[config.mk]
export PLATFORM = sky130hd
export DESIGN_NAME = dual_stack_threshold_sorter_flat
export DESIGN_NICKNAME = d
export VERILOG_FILES = /design/src/sv/dsts_pkg.sv /design/src/sv/dsts_in_if.sv /design/src/sv/dsts_out_if.sv /design/src/sv/dsts_ctrl.sv /design/src/sv/dsts_datapath.sv /design/src/sv/dual_stack_threshold_sorter.sv /design/src/flat_wrapper.sv
export SDC_FILE = /design/constraint.sdc
export NUM_CORES = 2
export LEC_CHECK = 0
export CAP_MARGIN = 20
export CELL_PAD_IN_SITES_DETAIL_PLACEMENT = 1
export CELL_PAD_IN_SITES_GLOBAL_PLACEMENT = 1
export CORE_MARGIN = 3
export CORE_UTILIZATION = 57
export DETAILED_ROUTE_END_ITERATION = 6
export DONT_BUFFER_PORTS = 1
export PLACE_DENSITY = 0.87
export SYNTH_ARGS = -nofsm -noshare
export SYNTH_HDL_FRONTEND = slang
export SYNTH_SLANG_ARGS = --single-unit
[constraint.sdc]
create_clock -name i_clk -period 6.95 [get_ports i_clk]
set_input_delay 1.0425 -clock i_clk [delete_from_list [all_inputs] [get_ports i_clk]]
set_output_delay 1.0425 -clock i_clk [all_outputs]
set_load 0.01 [all_outputs]
[src/sv/dsts_pkg.sv]
// Shared constants, codes and command/status types of the dual stack threshold sorter.
package dsts_pkg;

    localparam int DEFAULT_DEPTH = 64;

    localparam int VALUE_W    = 31;
    localparam int CAP_W      = 7;
    localparam int CFG_IDX_W  = 1;
    localparam int CFG_DATA_W = 31;

    localparam logic [CFG_IDX_W-1:0] REG_THRESHOLD = 1'b0;
    localparam logic [CFG_IDX_W-1:0] REG_CAPACITY  = 1'b1;

    localparam logic OP_PUSH   = 1'b0;
    localparam logic OP_FINISH = 1'b1;

    localparam logic [VALUE_W-1:0] THRESHOLD_RST = 31'd1000;
    localparam logic [CAP_W-1:0]   CAPACITY_RST  = 7'd64;

    typedef struct packed {
        logic push;
        logic start;
        logic read;
        logic advance;
        logic clear;
    } t_dp_cmd;

    typedef struct packed {
        logic empty;
        logic last;
    } t_dp_status;

endpackage

[src/sv/dsts_in_if.sv]
// Input channel of the sorter: valid/ready handshake with the op and value fields.
interface dsts_in_if import dsts_pkg::*; ();
    logic               valid;
    logic               ready;
    logic               op;
    logic [VALUE_W-1:0] value;

    modport source (output valid, output op, output value, input ready);
    modport sink   (input valid, input op, input value, output ready);
endinterface

[src/sv/dsts_out_if.sv]
// Result channel of the sorter: valid/ready handshake with one emitted entry.
interface dsts_out_if import dsts_pkg::*; ();
    logic               valid;
    logic               ready;
    logic [VALUE_W-1:0] item_value;
    logic               from_large;
    logic               last;
    logic               dropped;

    modport source (output valid, output item_value, output from_large, output last,
                    output dropped, input ready);
    modport sink   (input valid, input item_value, input from_large, input last,
                    input dropped, output ready);
endinterface

[src/sv/dsts_ctrl.sv]
// Controller state machine that sequences pushes and the drain of both stacks.
module dsts_ctrl import dsts_pkg::*; (
    input  logic       i_clk,
    input  logic       i_rst_n,
    input  logic       i_in_valid,
    input  logic       i_in_op,
    input  logic       i_out_ready,
    input  t_dp_status i_status,
    output logic       o_in_ready,
    output logic       o_out_valid,
    output t_dp_cmd    o_cmd
);

    localparam logic [1:0] ST_IDLE = 2'd0;
    localparam logic [1:0] ST_READ = 2'd1;
    localparam logic [1:0] ST_SHOW = 2'd2;

    logic [1:0] r_state;
    logic [1:0] n_state;

    always_ff @(posedge i_clk) begin
        if (!i_rst_n) begin
            r_state <= ST_IDLE;
        end else begin
            r_state <= n_state;
        end
    end

    always_comb begin
        n_state     = r_state;
        o_cmd       = '0;
        o_in_ready  = 1'b0;
        o_out_valid = 1'b0;
        unique case (r_state)
            ST_IDLE: begin
                o_in_ready = 1'b1;
                if (i_in_valid) begin
                    if (i_in_op == OP_PUSH) begin
                        o_cmd.push = 1'b1;
                    end else if (i_status.empty) begin
                        o_cmd.clear = 1'b1;
                    end else begin
                        o_cmd.start = 1'b1;
                        n_state     = ST_READ;
                    end
                end
            end
            ST_READ: begin
                o_cmd.read = 1'b1;
                n_state    = ST_SHOW;
            end
            ST_SHOW: begin
                o_out_valid = 1'b1;
                if (i_out_ready) begin
                    if (i_status.last) begin
                        o_cmd.clear = 1'b1;
                        n_state     = ST_IDLE;
                    end else begin
                        o_cmd.advance = 1'b1;
                        n_state       = ST_READ;
                    end
                end
            end
            default: begin
                n_state = ST_IDLE;
            end
        endcase
    end

endmodule

[src/sv/dsts_datapath.sv]
// Datapath with the shared stack memory, stack sizes, drain pointer and output register.
module dsts_datapath import dsts_pkg::*; #(
    parameter int DEPTH = DEFAULT_DEPTH
) (
    input  logic                  i_clk,
    input  logic                  i_rst_n,
    input  logic [VALUE_W-1:0]    i_value,
    input  logic                  i_cfg_we,
    input  logic [CFG_IDX_W-1:0]  i_cfg_index,
    input  logic [CFG_DATA_W-1:0] i_cfg_data,
    input  t_dp_cmd               i_cmd,
    output t_dp_status            o_status,
    output logic [VALUE_W-1:0]    o_item_value,
    output logic                  o_from_large,
    output logic                  o_last,
    output logic                  o_dropped
);

    localparam int AW = (DEPTH > 1) ? $clog2(DEPTH) : 1;
    localparam int CW = $clog2(DEPTH + 1);

    logic [VALUE_W-1:0] mem [DEPTH];

    logic [VALUE_W-1:0] r_threshold;
    logic [CAP_W-1:0]   r_capacity;
    logic [CW-1:0]      r_small;
    logic [CW-1:0]      r_large;
    logic               r_overflow;
    logic [AW-1:0]      r_ptr;
    logic               r_phase;
    logic [VALUE_W-1:0] r_rd_data;
    logic               r_out_large;
    logic               r_out_last;

    logic [CW-1:0] w_cap;
    logic [CW-1:0] w_total;
    logic [CW-1:0] w_large_base;
    logic [CW-1:0] w_large_waddr;
    logic [CW-1:0] w_cap_m1;
    logic          w_full;
    logic          w_to_large;
    logic          w_cap_write;

    always_comb begin
        if (r_capacity == '0) begin
            w_cap = CW'(1);
        end else if (r_capacity > CAP_W'(DEPTH)) begin
            w_cap = CW'(DEPTH);
        end else begin
            w_cap = r_capacity[CW-1:0];
        end
    end

    assign w_total       = r_small + r_large;
    assign w_full        = (w_total >= w_cap);
    assign w_to_large    = (i_value > r_threshold);
    assign w_large_base  = w_cap - r_large;
    assign w_large_waddr = w_cap - r_large - CW'(1);
    assign w_cap_m1      = w_cap - CW'(1);
    assign w_cap_write   = i_cfg_we && (i_cfg_index == REG_CAPACITY);

    always_ff @(posedge i_clk) begin
        if (i_cmd.push && !w_full) begin
            if (w_to_large) begin
                mem[w_large_waddr[AW-1:0]] <= i_value;
            end else begin
                mem[r_small[AW-1:0]] <= i_value;
            end
        end
        if (i_cmd.read) begin
            r_rd_data <= mem[r_ptr];
        end
    end

    always_ff @(posedge i_clk) begin
        if (!i_rst_n) begin
            r_threshold <= THRESHOLD_RST;
            r_capacity  <= CAPACITY_RST;
            r_small     <= '0;
            r_large     <= '0;
            r_overflow  <= 1'b0;
            r_ptr       <= '0;
            r_phase     <= 1'b0;
            r_out_large <= 1'b0;
            r_out_last  <= 1'b0;
        end else begin
            if (i_cfg_we && (i_cfg_index == REG_THRESHOLD)) begin
                r_threshold <= i_cfg_data[VALUE_W-1:0];
            end
            if (w_cap_write) begin
                r_capacity <= i_cfg_data[CAP_W-1:0];
            end
            if (w_cap_write || i_cmd.clear) begin
                r_small    <= '0;
                r_large    <= '0;
                r_overflow <= 1'b0;
            end else if (i_cmd.push) begin
                if (w_full) begin
                    r_overflow <= 1'b1;
                end else if (w_to_large) begin
                    r_large <= r_large + CW'(1);
                end else begin
                    r_small <= r_small + CW'(1);
                end
            end
            if (i_cmd.start) begin
                if (r_small != '0) begin
                    r_phase <= 1'b0;
                    r_ptr   <= AW'(r_small - CW'(1));
                end else begin
                    r_phase <= 1'b1;
                    r_ptr   <= w_large_base[AW-1:0];
                end
            end else if (i_cmd.advance) begin
                if (!r_phase) begin
                    if (r_ptr == '0) begin
                        r_phase <= 1'b1;
                        r_ptr   <= w_large_base[AW-1:0];
                    end else begin
                        r_ptr <= r_ptr - AW'(1);
                    end
                end else begin
                    r_ptr <= r_ptr + AW'(1);
                end
            end
            if (i_cmd.read) begin
                r_out_large <= r_phase;
                if (r_phase) begin
                    r_out_last <= (r_ptr == w_cap_m1[AW-1:0]);
                end else begin
                    r_out_last <= (r_ptr == '0) && (r_large == '0);
                end
            end
        end
    end

    assign o_status.empty = (w_total == '0);
    assign o_status.last  = r_out_last;
    assign o_item_value   = r_rd_data;
    assign o_from_large   = r_out_large;
    assign o_last         = r_out_last;
    assign o_dropped      = r_overflow;

endmodule

[src/sv/dual_stack_threshold_sorter.sv]
// Top level of the dual stack threshold sorter: controller, datapath and checks.
//
// Items arrive on i_in as transactions carrying op and value. A push (op 0)
// stores its value: values above the threshold register go to the large
// stack, which grows down from the capacity limit, all others to the small
// stack at the bottom. A push when both stacks together hold the capacity
// is lost and sets the dropped flag. A finish (op 1) drains the small stack
// top first, then the large stack from its top toward the capacity limit,
// one result transaction on o_out per entry. Each result is a memory read
// followed by showing the registered result, and the block takes no input
// until the drain ends. While o_out is stalled the result is held and no
// input is taken. The final result carries last, and both stacks are then
// emptied. A finish with both stacks empty produces nothing and only
// clears the dropped flag. Reset sets threshold to 1000, capacity to 64
// and empties both stacks. Register writes on the configuration port are
// registered; a capacity write also empties both stacks.
module dual_stack_threshold_sorter import dsts_pkg::*; #(
    parameter int DEPTH = DEFAULT_DEPTH
) (
    input  logic                  i_clk,
    input  logic                  i_rst_n,
    dsts_in_if.sink               i_in,
    dsts_out_if.source            o_out,
    input  logic                  i_cfg_we,
    input  logic [CFG_IDX_W-1:0]  i_cfg_index,
    input  logic [CFG_DATA_W-1:0] i_cfg_data
);

    t_dp_cmd    w_cmd;
    t_dp_status w_status;

    dsts_ctrl u_ctrl (
        .i_clk       (i_clk),
        .i_rst_n     (i_rst_n),
        .i_in_valid  (i_in.valid),
        .i_in_op     (i_in.op),
        .i_out_ready (o_out.ready),
        .i_status    (w_status),
        .o_in_ready  (i_in.ready),
        .o_out_valid (o_out.valid),
        .o_cmd       (w_cmd)
    );

    dsts_datapath #(
        .DEPTH (DEPTH)
    ) u_datapath (
        .i_clk        (i_clk),
        .i_rst_n      (i_rst_n),
        .i_value      (i_in.value),
        .i_cfg_we     (i_cfg_we),
        .i_cfg_index  (i_cfg_index),
        .i_cfg_data   (i_cfg_data),
        .i_cmd        (w_cmd),
        .o_status     (w_status),
        .o_item_value (o_out.item_value),
        .o_from_large (o_out.from_large),
        .o_last       (o_out.last),
        .o_dropped    (o_out.dropped)
    );

    a_no_input_while_showing : assert property (
        @(posedge i_clk) disable iff (!i_rst_n)
        o_out.valid |-> !i_in.ready
    ) else $error("Input accepted while a result is pending.");

    a_busy_after_middle_result : assert property (
        @(posedge i_clk) disable iff (!i_rst_n)
        (o_out.valid && o_out.ready && !o_out.last) |=> (!i_in.ready && !o_out.valid)
    ) else $error("Drain stopped before the last result.");

    a_idle_after_last : assert property (
        @(posedge i_clk) disable iff (!i_rst_n)
        (o_out.valid && o_out.ready && o_out.last) |=> (i_in.ready && !o_out.dropped)
    ) else $error("Block not emptied after the last result.");

endmodule
[src/flat_wrapper.sv]
// flat-port wrapper written by rule: the top's interface ports become plain ports
module dual_stack_threshold_sorter_flat import dsts_pkg::*;
#(
    parameter int DEPTH = DEFAULT_DEPTH
)
  (i_clk, i_rst_n, i_cfg_we, i_cfg_index, i_cfg_data, i_in_valid, i_in_op, i_in_value, i_in_ready, o_out_valid, o_out_item_value, o_out_from_large, o_out_last, o_out_dropped, o_out_ready);
  dsts_in_if i_in_i ();
  dsts_out_if o_out_i ();
  input  logic i_clk;
  input  logic i_rst_n;
  input  logic i_cfg_we;
  input  logic [CFG_IDX_W-1:0] i_cfg_index;
  input  logic [CFG_DATA_W-1:0] i_cfg_data;
  input wire logic [$bits(i_in_i.valid)-1:0] i_in_valid;
  input wire logic [$bits(i_in_i.op)-1:0] i_in_op;
  input wire logic [$bits(i_in_i.value)-1:0] i_in_value;
  output wire logic [$bits(i_in_i.ready)-1:0] i_in_ready;
  output wire logic [$bits(o_out_i.valid)-1:0] o_out_valid;
  output wire logic [$bits(o_out_i.item_value)-1:0] o_out_item_value;
  output wire logic [$bits(o_out_i.from_large)-1:0] o_out_from_large;
  output wire logic [$bits(o_out_i.last)-1:0] o_out_last;
  output wire logic [$bits(o_out_i.dropped)-1:0] o_out_dropped;
  input wire logic [$bits(o_out_i.ready)-1:0] o_out_ready;
  assign i_in_i.valid = i_in_valid;
  assign i_in_i.op = i_in_op;
  assign i_in_i.value = i_in_value;
  assign i_in_ready = i_in_i.ready;
  assign o_out_valid = o_out_i.valid;
  assign o_out_item_value = o_out_i.item_value;
  assign o_out_from_large = o_out_i.from_large;
  assign o_out_last = o_out_i.last;
  assign o_out_dropped = o_out_i.dropped;
  assign o_out_i.ready = o_out_ready;
  dual_stack_threshold_sorter #(.DEPTH(DEPTH)) u_core (.i_clk(i_clk), .i_rst_n(i_rst_n), .i_in(i_in_i), .o_out(o_out_i), .i_cfg_we(i_cfg_we), .i_cfg_index(i_cfg_index), .i_cfg_data(i_cfg_data));
endmodule
Yosys cells after proc, flatten, opt, wreduce, memory -nomap -nowiden

Memory sizes are Yosys's and may differ from the RTL's. A register that Yosys moved wholly into a read port is not among the register bits.
Index checks and enable logic that the tools add are counted.
Widths: inputs -> output; s select.

Bits in latches: 0
Memories: 1
Output and inout port bits: 36
Bits in read-only memories: 0
Bits in registers: 64
RAM bits: 1,984
Input port bits: 69

Memories:

| name                  | words | width | rd ports | clocked after Yosys merged registers in | wr ports | RTL line            | RTL |
|---|---|---|---|---|---|---|---|
| u_core.u_datapath.mem | 64    | 31    | 1        | 1                                       | 1        | dsts_datapath.sv:22 | `logic [VALUE_W-1:0] mem [DEPTH];` |

Divide/modulo/power cells: 0
Reduce and logical (&&, ||, !) cells: 19
Muxes and demuxes: 44
Shifts and indexed selects: 0
$add $sub $neg: 9
Equality and inequality tests: 7
Order comparisons: 3
Bitwise operators: 4
Multiply operators: 0

Operators with widths:

| operator            | number |
|---|---|
| $mux 6              | 6 |
| $gt 31x31->1        | 1 |
| $mux 31             | 1 |
| $reduce_or 31->1    | 1 |
| $mux 1              | 26 |
| $sub 6x1->6 const B | 4 |
| $logic_not 7->1     | 3 |
| $add 7x1->7 const B | 2 |
| $mux 2              | 7 |
| $mux 7              | 2 |
| $ne 2x2->1 const B  | 4 |
| $add 7x7->7         | 1 |
| $ge 7x7->1          | 1 |
| $gt 7x7->1 const B  | 1 |
| $reduce_bool 7->1   | 1 |
| $add 6x1->6 const B | 1 |
| $eq 6x6->1          | 1 |
| $logic_not 6->1     | 1 |
| $pmux 2 s3          | 1 |
| $reduce_and 3->1    | 2 |
| $sub 6x6->6         | 1 |
| $logic_and 1x1->1   | 4 |
| $not 1->1           | 4 |
| $reduce_and 4->1    | 1 |
| other kinds (9)     | 9 |

Depth between registers and ports, before layout

Depth after elaboration: 11
Mapped depth: 16

Cells and area by module

A second synthesis with hierarchy kept.

Cell total of the unflattened synthesis: 3,617
Area total of the unflattened synthesis: 81,597.0 sq um

Modules (own cells, without submodules):

| module        | cells an instance | instances | area each (sq um) |
|---|---|---|---|
| dsts_datapath | 3,597             | 1         | 81,418.1 |
| dsts_ctrl     | 20                | 1         | 178.9 |

Least setup slack after synthesis

No wires, ideal clock.

Kind: reg2reg
From: register u_core.u_datapath.r_large[0]
To: memory u_core.u_datapath.mem[10][0], enable pin
Setup slack: 0.900 ns
Required time: 6.481 ns
Stages on the path, launching flop included: 14
Library setup time: 0.469 ns
Path buffers: 0
Arrival time: 5.582 ns
Cells stage by stage: dfxtp_1 > ha_1 > fa_1 > a211o_1 > and3_1 > o32a_1 > and2_1 > ha_1 > nand4_1 > nor2_1 > a211oi_1 > nor2b_1 > o21ai_1 > o32ai_1

Longest elaborated chain between the ends: 8
Elaborated cells between the ends (all ways): 13
Classes of those cells: add/sub: 3; order compare: 1; mux: 6; reduce/logical: 3

Ends and longest elaborated chain:

| element                                           | RTL line             | RTL |
|---|---|---|
| start, declared                                   | dsts_datapath.sv:27  | `logic [CW-1:0] r_large;` |
| start signal, assigned                            | dsts_datapath.sv:101 | `r_large <= r_large + CW'(1);` |
| $add 7x7->7                                       | dsts_datapath.sv:54  | `assign w_total = r_small + r_large;` |
| $ge 7x7->1                                        | dsts_datapath.sv:55  | `assign w_full = (w_total >= w_cap);` |
| $logic_not 1->1                                   | dsts_datapath.sv:63  | `if (i_cmd.push && !w_full) begin` |
| $logic_and 1x1->1                                 | dsts_datapath.sv:63  |  |
| $mux 1                                            | dsts_datapath.sv:63  |  |
| $mux 1 (not written as such)                      | dsts_datapath.sv:67  | `mem[r_small[AW-1:0]] <= i_value;` |
| $reduce_or 31->1 (no source line)                 | n/a                  |  |
| $mux 6 (no source line) or $mux 1 (tied branches) | n/a                  |  |
| end, declared                                     | dsts_datapath.sv:22  |  |

Parallel ways exist; a longest one is shown, timed or not.

Worst setup path after layout

From: register u_core.u_datapath.r_small[2]
To: memory u_core.u_datapath.mem[6][8], enable pin

Longest elaborated chain between the ends: 8
Elaborated cells between the ends (all ways): 11
Classes of those cells: add/sub: 1; order compare: 1; mux: 6; reduce/logical: 3

Ends and longest elaborated chain:

| element                                           | RTL line             | RTL |
|---|---|---|
| start, declared                                   | dsts_datapath.sv:26  | `logic [CW-1:0] r_small;` |
| start signal, assigned                            | dsts_datapath.sv:103 | `r_small <= r_small + CW'(1);` |
| $add 7x7->7                                       | dsts_datapath.sv:54  |  |
| $ge 7x7->1                                        | dsts_datapath.sv:55  |  |
| $logic_not 1->1                                   | dsts_datapath.sv:63  |  |
| $logic_and 1x1->1                                 | dsts_datapath.sv:63  |  |
| $mux 1                                            | dsts_datapath.sv:63  |  |
| $mux 1 (not written as such)                      | dsts_datapath.sv:67  |  |
| $reduce_or 31->1 (no source line)                 | n/a                  |  |
| $mux 6 (no source line) or $mux 1 (tied branches) | n/a                  |  |

Parallel ways exist; a longest one is shown, timed or not.

==> flow_summary.ini <==
[detailed_routing]
routedWlPerCell_microns = 46.2
via_count = 43700
drt_iter0_markers = 8219
antenna_left = 0
remaining_drc_errors = 0
dr.pass1.iters = 6
drt_wl_total_mm = 265
routed_via_density = 7.61

[place]
numPortBuffers = 0
place_ws_ns = 1.10
place_congestion = 0.862
hpwl_mm = 137

[cells_and_area]
nFillCells = 11000
multiInputGateArea_sq_um = 19400
final_nets = 3813
seq_area_sq_um = 61800
syn2layout_area_growth_pct = 12.4
drive_above_1_share = 0.295

[clock_network]
ctsHoldBuffers = 0
post_cts_resize_count = 0
clockBufferDepth = 3
clock_latency_ns = 0.88
cts.clk_slew.worst_paths_ns = 0.07
post_cts_buffers = 0
cts_max_level = 4
cts.sinks = 2079
cts_made_buffers = 196
root_buffer = clkbuf_16
cts_tree = done

[logic_synthesis]
synth_top_area_frac = 0.744
netlist_area_sq_um = 81300
yosysWarnings = 0
synth_edf_count = 2015
synth.distinct_cells = 70
ys_seq_elements = 2079
synthFlopType = edfxtp_1
syn_inst = 3555
synthTopCellsByArea = edfxtp_1 74%, mux4_2 18%, dfxtp_1 1.6%
synth_top_cell_by_area = edfxtp_1
syn-num-nets = 3685
yosysSeqAreaShare = 0.760
async_flop_share = 0
synth_area_per_cell_sq_um = 22.9

[timing]
finalCriticalPeriod_ns = 6.20
setup_viol = 0
fmax_ghz = 0.161
fin_ws_ns = 0.746
report.final.slew_viol_count = 0
tns_ns = 0
fin_skew_ns = 0.0623
tightest_slew_ns = 1.22
layout_worst_path_cycle_share = 0.893
rsz0062_at_grt = no
holdWs_ns = 0.275
slew_headroom = 0.186
hold_viol = 0

[worst_setup_path]
cp_max_fo = 18
crit_path_end_kind = register
required_ns = 7.47
critPathArrivalTime_ns = 6.72
rrSetupSlack_ns = 0.75
reg2reg_from = u_core.u_datapath.r_small[2]
startpoint_type = register
rr_worst_depth = 13
critPathKind = register to register
r2r_end = u_core.u_datapath.mem[6][8]

[min_path]
hold_depth = 0
min-delay-path-class = input pin to register
holdCritStartpoint = i_in_value[14]
min_to = u_core.u_datapath.mem[60][14]

[die]
core.rowCount = 137
pin_count = 105
initial_utilization = 0.578
die_h_microns = 384
core_area_sq_um = 141000
die_x_microns = 384
die_area_sq_um = 147000

[global_route]
track_usage = 0.368
grt_pass1_vias = 44000
grt_antenna_before_repair = 31
grt_pass1_wl_mm = 370
grt_max_degree = 137
overflow = 0

[run]
maxCapViolations = 0

[power]
p_leak_nw = 27.2
ir_drop_uv = 342
power_density_nw_per_um2 = 284

[status]
status = finished clean
## metrics by stage
stage          cells  total power [mW]   util  area [sq um]
3_3_place_gp    5358              14.9  0.603         84800
2_1_floorplan   3555              14.6      -         81300
4_1_cts         5726              26.0  0.649         91300
5_1_grt         5729              26.5  0.650         91400
3_5_place_dp    5358              15.0  0.603         84800
6_report        5743              26.0  0.650         91400
## synthesized netlist by cell type, types with 4 or more instances
cell and n:
a211o_1 5, a211oi_1 6, a21oi_1 63, a221oi_1 5, and3_1 4, buf_1 20
buf_2 39, buf_4 15, buf_6 5, clkbuf_1 104, dfxtp_1 64, edfxtp_1 2015
ha_1 59, inv_1 60, mux2i_1 4, mux4_2 651, nand2_1 98, nand2b_1 5
nand3_1 29, nand3b_1 6, nand4_1 31, nor2_1 53, nor2b_1 9, nor3_1 13
nor4_1 7, o211ai_1 8, o21ai_0 19, o22ai_1 57, o31ai_1 4, o32ai_1 8
xnor2_1 19, xor2_1 15
## layer usage
| metal | vias to the layer above | GRT usage | share of wire |
|---|---|---|---|
| met5 | - | 0 | 0.00052 |
| li1 | 15500 | - | - |
| met2 | 4480 | 0.578 | 0.48 |
| met3 | 841 | 0.0992 | 0.13 |
| met4 | 22 | 0.162 | 0.057 |
| met1 | 22800 | 0.493 | 0.33 |
## power breakdown
part / total, mW / internal [mW] / switching, mW
Combinational: 0.921 / 0.338 / 0.582
Clock: 11.2 / 6.08 / 5.09
Sequential: 13.9 / 13.8 / 0.0455
## kinds of logic (layout without fill, tap and decap cells)
kind of cell,count (synthesis),count (layout),share of synthesized area
other,0,14,0
adder cells (fa/ha/maj),61,61,0.00957
AO/OA/AOI/OAI,210,210,0.0167
flip-flops,2079,2079,0.760
buffers and inverters,243,541,0.0130
multiplexers,659,659,0.181
XOR/XNOR,34,34,0.00366
AND/OR/NAND/NOR,269,269,0.0157
## critical path: stages (launching register included)
cell and delay, ns:
dfxtp_1 0.67, ha_1 0.37, or2_2 0.31, and3_1 0.24, o311ai_1 0.52, ha_1 0.37, a21oi_1 0.16, o21ai_0 0.09
a211oi_1 0.45, nand2b_1 0.39, nor2_1 0.37, nand2_1 0.58, o22ai_4 0.87, buf_4 0.47
## worst max path at each step
stage / from / to / slack, ns / cells after the start
2_1_floorplan: u_core.u_datapath.r_large[0] / u_core.u_datapath.mem[10][0] / 0.90 / 13
3_3_place_gp: u_core.u_datapath.r_small[2] / u_core.u_datapath.mem[38][1] / 1.34 / 13
3_5_place_dp: u_core.u_datapath.r_small[0] / u_core.u_datapath.mem[38][10] / 1.10 / 15
4_1_cts: u_core.u_datapath.r_capacity[3] / u_core.u_datapath.mem[26][2] / 0.78 / 13
5_1_grt: u_core.u_datapath.r_small[2] / u_core.u_datapath.mem[38][10] / 0.58 / 13
6_report: u_core.u_datapath.r_small[2] / u_core.u_datapath.mem[6][8] / 0.75 / 13
## final cells by class
| class | count | area share |
|---|---|---|
| multi-input cells | 1233 | 0.212 |
| clock inverters | 138 | 0.0160 |
| diodes | 14 | 0.000383 |
| repair buffers | 113 | 0.0116 |
| inverters | 60 | 0.00246 |
| flip-flops and latches | 2079 | 0.676 |
| clock buffers | 230 | 0.0554 |
| well taps | 1876 | 0.0257 |
## placed cells by master, fill, tap and decap left out, types with 22 or more instances in the layout
cell / instances
clkbuf_1: 31
edfxtp_1: 2015
nor2_1: 53
nand3_1: 29
o22ai_4: 56
clkinv_2: 40
mux4_2: 651
buf_4: 97
clkbuf_16: 196
dfxtp_1: 58
nand2_1: 98
clkinv_1: 46
bufinv_16: 22
ha_1: 59
nand4_1: 31
inv_1: 60
a21oi_1: 63
## registers in the layout, summed over array words and instances, names as in the netlist
signal / count
u_core.u_ctrl.r_state: 2
u_core.u_datapath.mem: 1984
u_core.u_datapath.o_dropped: 1
u_core.u_datapath.o_from_large: 1
u_core.u_datapath.o_item_value: 31
u_core.u_datapath.o_last: 1
u_core.u_datapath.r_capacity: 7
u_core.u_datapath.r_large: 7
u_core.u_datapath.r_phase: 1
u_core.u_datapath.r_ptr: 6
u_core.u_datapath.r_small: 7
u_core.u_datapath.r_threshold: 31
Note: power is estimated with default switching activity, not from simulation.
